`config.mk`:
```
export PLATFORM = sky130hd
export DESIGN_NAME = rgb_to_hsl_converter
export DESIGN_NICKNAME = d
export VERILOG_FILES = /design/src/rtl/rth_pkg.sv /design/src/rtl/rth_front.sv /design/src/rtl/rth_div_stage.sv /design/src/rtl/rgb_to_hsl_converter.sv
export SDC_FILE = /design/constraint.sdc
export NUM_CORES = 2
export LEC_CHECK = 0
export BUFFER_PORTS_ARGS = -buffer_cell sky130_fd_sc_hd__buf_2
export CORE_ASPECT_RATIO = 1.25
export CORE_MARGIN = 1
export CORE_UTILIZATION = 58
export DETAILED_ROUTE_END_ITERATION = 10
export HOLD_SLACK_MARGIN = 0.08
export PLACE_DENSITY = 0.77
export SLEW_MARGIN = 25
export SYNTH_ARGS = -nofsm -noshare
export SYNTH_HDL_FRONTEND = slang
export SYNTH_SLANG_ARGS = --single-unit
```
`constraint.sdc`:
```
create_clock -name clock -period 19.4 [get_ports clock]
set_input_delay 2.91 -clock clock [delete_from_list [all_inputs] [get_ports clock]]
set_output_delay 2.91 -clock clock [all_outputs]
set_load 0.01 [all_outputs]
```
`src/rtl/rth_pkg.sv`:
```
// Shared constants for the RGB to HSL converter.
// No dependencies; used by rth_front and rgb_to_hsl_converter.
package rth_pkg;
   localparam int FIELD_BITS = 16;
   localparam int TDATA_BITS = 3 * FIELD_BITS;
endpackage

```
`src/rtl/rth_front.sv`:
```
// RGB to HSL front end: extremes, lightness, sector numerators and divisor setup.
// Depends on rth_pkg for field widths; two register stages.
module rth_front #(
   parameter int COLOR_BITS = 16,
   parameter int W = 2 * COLOR_BITS + 4,
   parameter int DW = COLOR_BITS + 4
) (
   input  logic                            clock,
   input  logic                            reset,
   input  logic                            in_valid,
   output logic                            in_ready,
   input  logic [rth_pkg::FIELD_BITS-1:0]  in_red,
   input  logic [rth_pkg::FIELD_BITS-1:0]  in_green,
   input  logic [rth_pkg::FIELD_BITS-1:0]  in_blue,
   output logic                            out_valid,
   input  logic                            out_ready,
   output logic [W-1:0]                    out_hue_num,
   output logic [DW-1:0]                   out_hue_den,
   output logic [W-1:0]                    out_sat_num,
   output logic [DW-1:0]                   out_sat_den,
   output logic [COLOR_BITS-1:0]           out_light
);
   localparam int C = COLOR_BITS;
   localparam logic [C:0] FULL = {1'b0, {C{1'b1}}};

   // Stage one: channel extremes.
   logic          v1_ff, v2_ff, en1, en2;
   logic [C-1:0]  r_in, g_in, b_in, mx_in, mn_in;
   logic [C-1:0]  r_ff, g_ff, b_ff, mx_ff, mn_ff;
   logic          rmax_in, gmax_in, rmax_ff, gmax_ff;

   assign en2 = !v2_ff || out_ready;
   assign en1 = !v1_ff || en2;
   assign in_ready = en1;

   always_comb begin
      r_in = in_red[C-1:0];
      g_in = in_green[C-1:0];
      b_in = in_blue[C-1:0];
      mx_in = r_in;
      mn_in = r_in;
      if (g_in > mx_in) mx_in = g_in;
      if (b_in > mx_in) mx_in = b_in;
      if (g_in < mn_in) mn_in = g_in;
      if (b_in < mn_in) mn_in = b_in;
      rmax_in = (mx_in == r_in);
      gmax_in = !rmax_in && (mx_in == g_in);
   end

   always_ff @(posedge clock) begin
      if (reset) begin
         v1_ff <= 1'b0;
      end else if (en1) begin
         v1_ff <= in_valid;
      end
      if (en1) begin
         r_ff <= r_in;
         g_ff <= g_in;
         b_ff <= b_in;
         mx_ff <= mx_in;
         mn_ff <= mn_in;
         rmax_ff <= rmax_in;
         gmax_ff <= gmax_in;
      end
   end

   // Stage two: numerators and doubled divisors for both rounded divisions.
   logic [C:0]    sum, sden;
   logic [C-1:0]  d;
   logic [C+2:0]  n, d3;
   logic [W-1:0]  hnum_in, snum_in, hn_w, sn_w;
   logic [DW-1:0] hden_in, sden_in;
   logic [C-1:0]  light_in;
   logic [W-1:0]  hnum_ff, snum_ff;
   logic [DW-1:0] hden_ff, sden_ff;
   logic [C-1:0]  light_ff;

   always_comb begin
      sum = {1'b0, mx_ff} + {1'b0, mn_ff};
      d = mx_ff - mn_ff;
      d3 = (C+3)'(d);
      light_in = C'(({1'b0, sum} + (C+2)'(1)) >> 1);
      sden = (sum > FULL) ? ((FULL << 1) - sum) : sum;
      if (rmax_ff) begin
         if (g_ff >= b_ff) n = (C+3)'(g_ff - b_ff);
         else n = (d3 * (C+3)'(6)) - (C+3)'(b_ff - g_ff);
      end else if (gmax_ff) begin
         n = (d3 << 1) + (C+3)'(b_ff) - (C+3)'(r_ff);
      end else begin
         n = (d3 << 2) + (C+3)'(r_ff) - (C+3)'(g_ff);
      end
      if (d == '0) begin
         // Gray pixel: divide zero by one so both quotients come out zero.
         hn_w = '0;
         sn_w = '0;
         hnum_in = W'(1);
         snum_in = W'(1);
         hden_in = DW'(2);
         sden_in = DW'(2);
      end else begin
         hn_w = W'(n);
         sn_w = W'(d);
         // num * 2 * FULL + den, with 2 * FULL formed as a shift and subtract.
         hnum_in = (hn_w << (C + 1)) - (hn_w << 1) + W'(d3 * (C+3)'(6));
         snum_in = (sn_w << (C + 1)) - (sn_w << 1) + W'(sden);
         hden_in = DW'(d3) * DW'(12);
         sden_in = DW'(sden) << 1;
      end
   end

   always_ff @(posedge clock) begin
      if (reset) begin
         v2_ff <= 1'b0;
      end else if (en2) begin
         v2_ff <= v1_ff;
      end
      if (en2) begin
         hnum_ff <= hnum_in;
         snum_ff <= snum_in;
         hden_ff <= hden_in;
         sden_ff <= sden_in;
         light_ff <= light_in;
      end
   end

   assign out_valid = v2_ff;
   assign out_hue_num = hnum_ff;
   assign out_hue_den = hden_ff;
   assign out_sat_num = snum_ff;
   assign out_sat_den = sden_ff;
   assign out_light = light_ff;
endmodule

```
`src/rtl/rth_div_stage.sv`:
```
// One restoring-division step for the hue and saturation quotients.
// No package dependencies; instantiated once per quotient bit.
module rth_div_stage #(
   parameter int COLOR_BITS = 16,
   parameter int W = 2 * COLOR_BITS + 4,
   parameter int DW = COLOR_BITS + 4,
   parameter int SHIFT = 0
) (
   input  logic                  clock,
   input  logic                  reset,
   input  logic                  in_valid,
   output logic                  in_ready,
   input  logic [W-1:0]          in_hue_rem,
   input  logic [DW-1:0]         in_hue_den,
   input  logic [COLOR_BITS-1:0] in_hue_q,
   input  logic [W-1:0]          in_sat_rem,
   input  logic [DW-1:0]         in_sat_den,
   input  logic [COLOR_BITS-1:0] in_sat_q,
   input  logic [COLOR_BITS-1:0] in_light,
   output logic                  out_valid,
   input  logic                  out_ready,
   output logic [W-1:0]          out_hue_rem,
   output logic [DW-1:0]         out_hue_den,
   output logic [COLOR_BITS-1:0] out_hue_q,
   output logic [W-1:0]          out_sat_rem,
   output logic [DW-1:0]         out_sat_den,
   output logic [COLOR_BITS-1:0] out_sat_q,
   output logic [COLOR_BITS-1:0] out_light
);
   localparam int C = COLOR_BITS;

   logic          v_ff, en, hge, sge;
   logic [W-1:0]  hth, sth, hrem_in, srem_in, hrem_ff, srem_ff;
   logic [C-1:0]  hq_in, sq_in, hq_ff, sq_ff, light_ff;
   logic [DW-1:0] hden_ff, sden_ff;

   assign en = !v_ff || out_ready;
   assign in_ready = en;

   always_comb begin
      hth = W'(in_hue_den) << SHIFT;
      sth = W'(in_sat_den) << SHIFT;
      hge = (in_hue_rem >= hth);
      sge = (in_sat_rem >= sth);
      hrem_in = hge ? (in_hue_rem - hth) : in_hue_rem;
      srem_in = sge ? (in_sat_rem - sth) : in_sat_rem;
      hq_in = in_hue_q | (C'(hge) << SHIFT);
      sq_in = in_sat_q | (C'(sge) << SHIFT);
   end

   always_ff @(posedge clock) begin
      if (reset) begin
         v_ff <= 1'b0;
      end else if (en) begin
         v_ff <= in_valid;
      end
      if (en) begin
         hrem_ff <= hrem_in;
         srem_ff <= srem_in;
         hden_ff <= in_hue_den;
         sden_ff <= in_sat_den;
         hq_ff <= hq_in;
         sq_ff <= sq_in;
         light_ff <= in_light;
      end
   end

   assign out_valid = v_ff;
   assign out_hue_rem = hrem_ff;
   assign out_hue_den = hden_ff;
   assign out_hue_q = hq_ff;
   assign out_sat_rem = srem_ff;
   assign out_sat_den = sden_ff;
   assign out_sat_q = sq_ff;
   assign out_light = light_ff;
endmodule

```
`src/rtl/rgb_to_hsl_converter.sv`:
```
// RGB to HSL converter: one pixel per beat, hue, saturation and lightness together.
// Throughput is one beat per cycle while the response side accepts every beat.
// Two front stages are followed by one restoring-division stage per quotient bit.
// Every stage holds its beat under back-pressure and moves on when the next stage frees up.
// Reset (synchronous, active high) clears all stage valid bits; data registers are not reset.
// Depends on rth_pkg, rth_front and rth_div_stage.
module rgb_to_hsl_converter #(
   parameter int COLOR_BITS = 16
) (
   input  logic                            clock,
   input  logic                            reset,
   input  logic                            req_tvalid,
   output logic                            req_tready,
   // Fields from bit 0 up: red[15:0], green[31:16], blue[47:32].
   input  logic [rth_pkg::TDATA_BITS-1:0]  req_tdata,
   output logic                            rsp_tvalid,
   input  logic                            rsp_tready,
   // Fields from bit 0 up: hue[15:0], saturation[31:16], lightness[47:32].
   output logic [rth_pkg::TDATA_BITS-1:0]  rsp_tdata
);
   localparam int C = COLOR_BITS;
   localparam int W = 2 * C + 4;
   localparam int DW = C + 4;
   localparam int FB = rth_pkg::FIELD_BITS;

   // Stage chain signals; index 0 is the front end's output, index C the last stage.
   logic          v [0:C];
   logic          rdy [0:C];
   logic [W-1:0]  hrem [0:C];
   logic [W-1:0]  srem [0:C];
   logic [DW-1:0] hden [0:C];
   logic [DW-1:0] sden [0:C];
   logic [C-1:0]  hq [0:C];
   logic [C-1:0]  sq [0:C];
   logic [C-1:0]  light [0:C];

   // The front end hands over the numerator and doubled divisor of each
   // rounded quotient, so the division stages need no final correction.
   rth_front #(.COLOR_BITS(C), .W(W), .DW(DW)) u_front (
      .clock       (clock),
      .reset       (reset),
      .in_valid    (req_tvalid),
      .in_ready    (req_tready),
      .in_red      (req_tdata[FB-1:0]),
      .in_green    (req_tdata[2*FB-1:FB]),
      .in_blue     (req_tdata[3*FB-1:2*FB]),
      .out_valid   (v[0]),
      .out_ready   (rdy[0]),
      .out_hue_num (hrem[0]),
      .out_hue_den (hden[0]),
      .out_sat_num (srem[0]),
      .out_sat_den (sden[0]),
      .out_light   (light[0])
   );

   assign hq[0] = '0;
   assign sq[0] = '0;

   // One quotient bit per stage, most significant first.
   for (genvar j = 0; j < C; j++) begin : g_div
      rth_div_stage #(.COLOR_BITS(C), .W(W), .DW(DW), .SHIFT(C - 1 - j)) u_stage (
         .clock       (clock),
         .reset       (reset),
         .in_valid    (v[j]),
         .in_ready    (rdy[j]),
         .in_hue_rem  (hrem[j]),
         .in_hue_den  (hden[j]),
         .in_hue_q    (hq[j]),
         .in_sat_rem  (srem[j]),
         .in_sat_den  (sden[j]),
         .in_sat_q    (sq[j]),
         .in_light    (light[j]),
         .out_valid   (v[j+1]),
         .out_ready   (rdy[j+1]),
         .out_hue_rem (hrem[j+1]),
         .out_hue_den (hden[j+1]),
         .out_hue_q   (hq[j+1]),
         .out_sat_rem (srem[j+1]),
         .out_sat_den (sden[j+1]),
         .out_sat_q   (sq[j+1]),
         .out_light   (light[j+1])
      );
   end

   // The last stage's registers are the output register.
   assign rdy[C] = rsp_tready;
   assign rsp_tvalid = v[C];
   assign rsp_tdata = {FB'(light[C]), FB'(sq[C]), FB'(hq[C])};
endmodule
```
## Word level (Yosys, flattened, before mapping)

Cells that the tools add are included.

| operators by class | value |
|---|---|
| multiply operators | 3 |
| reduce and logical (&&, ||, !) cells | 39 |
| $lt $le $gt $ge | 38 |
| muxes and demuxes | 39 |
| bitwise operators | 30 |
| equal/unequal tests | 2 |
| $add $sub $neg | 45 |

Operator list:

| kind | count |
|---|---|
| $mux 36 | 30 |
| $ge 36x20->1 | 2 |
| $ge 36x21->1 | 2 |
| $ge 36x22->1 | 2 |
| $ge 36x23->1 | 2 |
| $ge 36x24->1 | 2 |
| $ge 36x25->1 | 2 |
| $ge 36x26->1 | 2 |
| $ge 36x27->1 | 2 |
| $ge 36x28->1 | 2 |
| $ge 36x29->1 | 2 |
| $ge 36x30->1 | 2 |
| $ge 36x31->1 | 2 |
| $ge 36x32->1 | 2 |
| $ge 36x33->1 | 2 |
| $ge 36x34->1 | 2 |
| $ge 36x35->1 | 2 |
| $sub 36x21->36 | 2 |
| $sub 36x22->36 | 2 |
| $sub 36x23->36 | 2 |
| $sub 36x24->36 | 2 |
| $sub 36x25->36 | 2 |
| $sub 36x26->36 | 2 |
| $sub 36x27->36 | 2 |
| 50 further kinds | 120 |

| storage, ports and cells | value |
|---|---|
| flip-flop bits (word level) | 2,646 |
| output and inout bits | 50 |
| word-level logic and storage cells | 336 |
| bits of input ports | 52 |

## Longest topological paths before layout

| logic depth | value |
|---|---|
| depth in word-level cells | 19 |
| mapped depth | 42 |
| depth with buffers taken out | 42 |

## Hierarchy

Synthesis repeated with hierarchy kept, for this count alone.

| second synthesis, totals | value |
|---|---|
| cell total of the unflattened synthesis | 12,641 |
| area, all modules | 148,486.2 um^2 |

Modules (own cells, without submodules):

| module | cells an instance | area an instance (um^2) | sequential area each (um^2) | times used |
|---|---|---|---|---|
| rth_front | 2,210 | 20,542.2 | 6,165.9 | 1 |
| rth_div_stage (g_div[15].u_stage) | 711 | 8,390.5 | 4,824.6 | 1 |
| rth_div_stage (g_div[14].u_stage) | 705 | 8,338.0 | 4,824.6 | 1 |
| rth_div_stage (g_div[11].u_stage) | 682 | 8,201.6 | 4,824.6 | 1 |
| rth_div_stage (g_div[13].u_stage) | 677 | 8,189.1 | 4,824.6 | 1 |
| rth_div_stage (g_div[8].u_stage) | 667 | 8,125.3 | 4,824.6 | 1 |
| rth_div_stage (g_div[12].u_stage) | 652 | 8,016.4 | 4,824.6 | 1 |
| rth_div_stage (g_div[9].u_stage) | 651 | 8,016.4 | 4,824.6 | 1 |
| rth_div_stage (g_div[10].u_stage) | 655 | 8,010.2 | 4,824.6 | 1 |
| rth_div_stage (g_div[6].u_stage) | 643 | 7,945.1 | 4,824.6 | 1 |
| rth_div_stage (g_div[7].u_stage) | 657 | 7,942.6 | 4,824.6 | 1 |
| rth_div_stage (g_div[2].u_stage) | 626 | 7,912.6 | 4,824.6 | 1 |
| rth_div_stage (g_div[4].u_stage) | 636 | 7,855.0 | 4,824.6 | 1 |
| rth_div_stage (g_div[5].u_stage) | 633 | 7,853.8 | 4,824.6 | 1 |
| +4 rows | - | - | - | - |

## Least setup slack after synthesis

Ideal clock, no wire load.

| timing | value |
|---|---|
| kind | input-to-output |
| from | in rsp_tready |
| to | out req_tready |
| required time | 16.490 ns |
| arrival | 17.094 ns |
| stages on the path | 12 |
| slack | -0.604 ns |
| path buffers | 0 |
| path through | nor2b_1 and2_1 inv_1 nor2_1 and2_1 and3_1 and3_1 nand3_1 nor2_1 nand3_1 nor2_1 nand3_1 |

| between the ends | value |
|---|---|
| longest elaborated chain between the ends | 18 |

Ends and longest elaborated chain:

| item | RTL line | text |
|---|---|---|
| from (decl) | rgb_to_hsl_converter.sv:17 | `input logic rsp_tready,` |
| $logic_or 1x1->1 (2 in a row) | rth_div_stage.sv:37 | `assign en = !v_ff \|\| out_ready;` |
| named net g_div[13].u_stage.out_ready | rth_div_stage.sv:21 | `input logic out_ready,` |
| $logic_or 1x1->1 (10 in a row) | rth_div_stage.sv:37 |  |
| named net g_div[3].u_stage.out_ready | rth_div_stage.sv:21 |  |
| $logic_or 1x1->1 (3 in a row) | rth_div_stage.sv:37 |  |
| named net g_div[0].u_stage.out_ready | rth_div_stage.sv:21 |  |
| $logic_or 1x1->1 | rth_div_stage.sv:37 |  |
| $logic_or 1x1->1 | rth_front.sv:32 | `assign en2 = !v2_ff \|\| out_ready;` |
| $logic_or 1x1->1 | rth_front.sv:33 | `assign en1 = !v1_ff \|\| en2;` |
| to (decl) | rgb_to_hsl_converter.sv:13 | `output logic req_tready,` |

The timed path passes the listed nets, and every way through them passes these cells.

## Final worst setup path

Ends and elaborated chain as after synthesis.

==> impl_metrics.env <==
export IMPL_clk_pin_slew_worst_paths_ps=60
export IMPL_hp_class="reg2reg"
export IMPL_crit_required_ps=16490
export IMPL_start_kind="input port"
export IMPL_grt_pass1_wl_um=439000
export IMPL_yosys_area_top_type="edfxtp_1"
export IMPL_cts_resized=0
export IMPL_port_buffers=101
export IMPL_synth_most_common_cell="edfxtp_1"
export IMPL_rows=189
export IMPL_ant_nets=0
export IMPL_num_vias=79300
export IMPL_ys_flop_type="edfxtp_1"
export IMPL_synth_top_area_frac=0.569
export IMPL_cts_tree="built"
export IMPL_clk_latency_ps=880
export IMPL_async_flop_share=0
export IMPL_grt_usage=0.264
export IMPL_h_tree_depth=4
export IMPL_grt_overflow_total=0
export IMPL_cts_num_sinks=2356
export IMPL_first_pass_iters=5
export IMPL_place_gp_congestion=1.01
export IMPL_finalNetCount=11700
export IMPL_skew_ps=81.5
export IMPL_slew_limit_headroom=0.230
export IMPL_yosysWarnings=0
export IMPL_cts_root_buf="clkbuf_16"
export IMPL_ys_ff_latch=2356
export IMPL_core_area_um2=212000
export IMPL_worstSetupEndpointType="output port"
export IMPL_antenna_found_initial=5
export IMPL_report_final_slew_viol_count=0
export IMPL_cts_buffer_depth=4
export IMPL_tightest_slew_ps=1160
export IMPL_crit_type="in2out"
export IMPL_wire_per_inst_um=20.9
export IMPL_dp_hpwl_um=224000
export IMPL_yosys_top_cells_area="edfxtp_1, ha_1, xnor2_1, inv_1, a21oi_1"
export IMPL_syn_to_final_growth_pct=9.38
export IMPL_initial_utilization=0.583
export IMPL_synth_edf_count=2338
export IMPL_fp_dieArea_um2=215000
export IMPL_clock_fmax_ghz=0.0917
export IMPL_cp_data_arrival_time_ps=7990
export IMPL_yosys_top_cells_count="edfxtp_1, inv_1, ha_1"
export IMPL_grt_pass1_vias=81100
export IMPL_status="finished, final reports clean"
export IMPL_post_cts_buffers=0
export IMPL_grt_max_degree=80
export IMPL_ys_types=109
export IMPL_netlist_area_um2=123000
export IMPL_tns_ps=0
export IMPL_cts_hold_buf=0
export IMPL_avgSynthCellArea_um2=11.8
export IMPL_fin_crit_sh=0.562
export IMPL_drv_cap=0
export IMPL_finalHoldViolations=0
export IMPL_rsz0062_at_grt="no"
export IMPL_critPathMaxFanout=53
export IMPL_drc_errors=0
export IMPL_pin_count=102
export IMPL_synthCells=10500
export IMPL_cts_buffers=230
export IMPL_wirelength_um=286000
export IMPL_setup_viol=0
export IMPL_drtIter0Drc=4416
export IMPL_min_period_ps=10900
export IMPL_viasPerCell=5.81
export IMPL_seq_area_frac_synth=0.572
export IMPL_die_y_um=518
export IMPL_die_w_um=415
export IMPL_drive_gt1_frac=0.0657
## worst paths after layout
path                                  start                        endpoint  slack (ps)  cells after the start
max                              rsp_tready                      req_tready        8500                     15
min          g_div[4].u_stage.out_hue_q[11]  g_div[5].u_stage.out_hue_q[11]         370                      0
max reg2reg                u_front.mx_ff[0]         u_front.out_hue_num[35]        9580                     38
min reg2reg  g_div[4].u_stage.out_hue_q[11]  g_div[5].u_stage.out_hue_q[11]         370                      0
## through the flow
| stage | setup slack [ps] | std cells | area (um^2) | hold slack, ps | utilization |
|---|---|---|---|---|---|
| after floorplan | 987 | 10500 | 123000 | 400 | - |
| after global placement | 8680 | 13200 | 128000 | 400 | 0.602 |
| after detailed placement | 8520 | 13200 | 128000 | 405 | 0.602 |
| after CTS | 8410 | 13700 | 135000 | 357 | 0.637 |
| final | 8500 | 13700 | 135000 | 372 | 0.637 |
| after global routing | 8110 | 13700 | 135000 | 366 | 0.637 |
## cells by family after synthesis
kind of cell	synth area share
simple gates	0.111
buf+inv	0.0389
mux	0.0100
compound gates	0.114
flops	0.572
fa+ha+maj	0.0950
other cells	0.0000304
xor+xnor	0.0589
## critical path, stage by stage
cell and delay (ps):
buf_2 110, nor2b_1 250, and2_1 300, inv_6 150, nor2_1 360, and2_1 390, and3_1 420, and3_1 440
nand3_4 310, nor2_1 600, nand3_4 100, buf_4 330, nor2_1 610, nand3_4 370, buf_2 290
## sequential cells by signal, summed over array words and instances (netlist names), 17 cells and up
| name | cells |
|---|---|
| g_div.u_stage.out_hue_rem | 540 |
| g_div.u_stage.out_hue_den | 285 |
| u_front.out_sat_num | 35 |
| u_front.out_hue_num | 36 |
| g_div.u_stage.out_hue_q | 136 |
| u_front.out_hue_den | 19 |
| u_front.out_sat_den | 17 |
| g_div.u_stage.out_light | 256 |
| g_div.u_stage.out_sat_den | 240 |
| g_div.u_stage.out_sat_q | 136 |
| g_div.u_stage.out_sat_rem | 540 |
## final cells by class
| class | instances | area, um^2 |
|---|---|---|
| multi-input combinational | 6863 | 48300 |
| tap | 2769 | 3460 |
| antenna | 11 | 27.5 |
| timing repair buffer | 173 | 1050 |
| sequential | 2356 | 70600 |
| clock inverter | 134 | 1450 |
| fill | 15600 | 76800 |
| inverter | 1088 | 4120 |
| clock buffer | 274 | 6050 |
## placed cells by master (no fill, tap or decap), drive strengths merged, types with 265 or more instances in the layout
master / count
nand2: 727
nor2: 726
clkbuf: 274
xor2: 292
a21oi: 610
xnor2: 535
o21ai: 601
a21o: 265
inv: 1092
ha: 851
edfxtp: 2338
## routing by layer
metal | up-vias | global-route usage | wire, um
li1 | 38700 | - | -
met1 | 37800 | 0.228 | 89900
met2 | 2002 | 0.527 | 159000
met3 | 909 | 0.0329 | 9490
met4 | 2 | 0.222 | 27400
met5 | - | 0 | 14
Power is left out: the tool's default activity adds up to more than one toggle a clock period on the data nets, which glitch-free logic cannot reach.
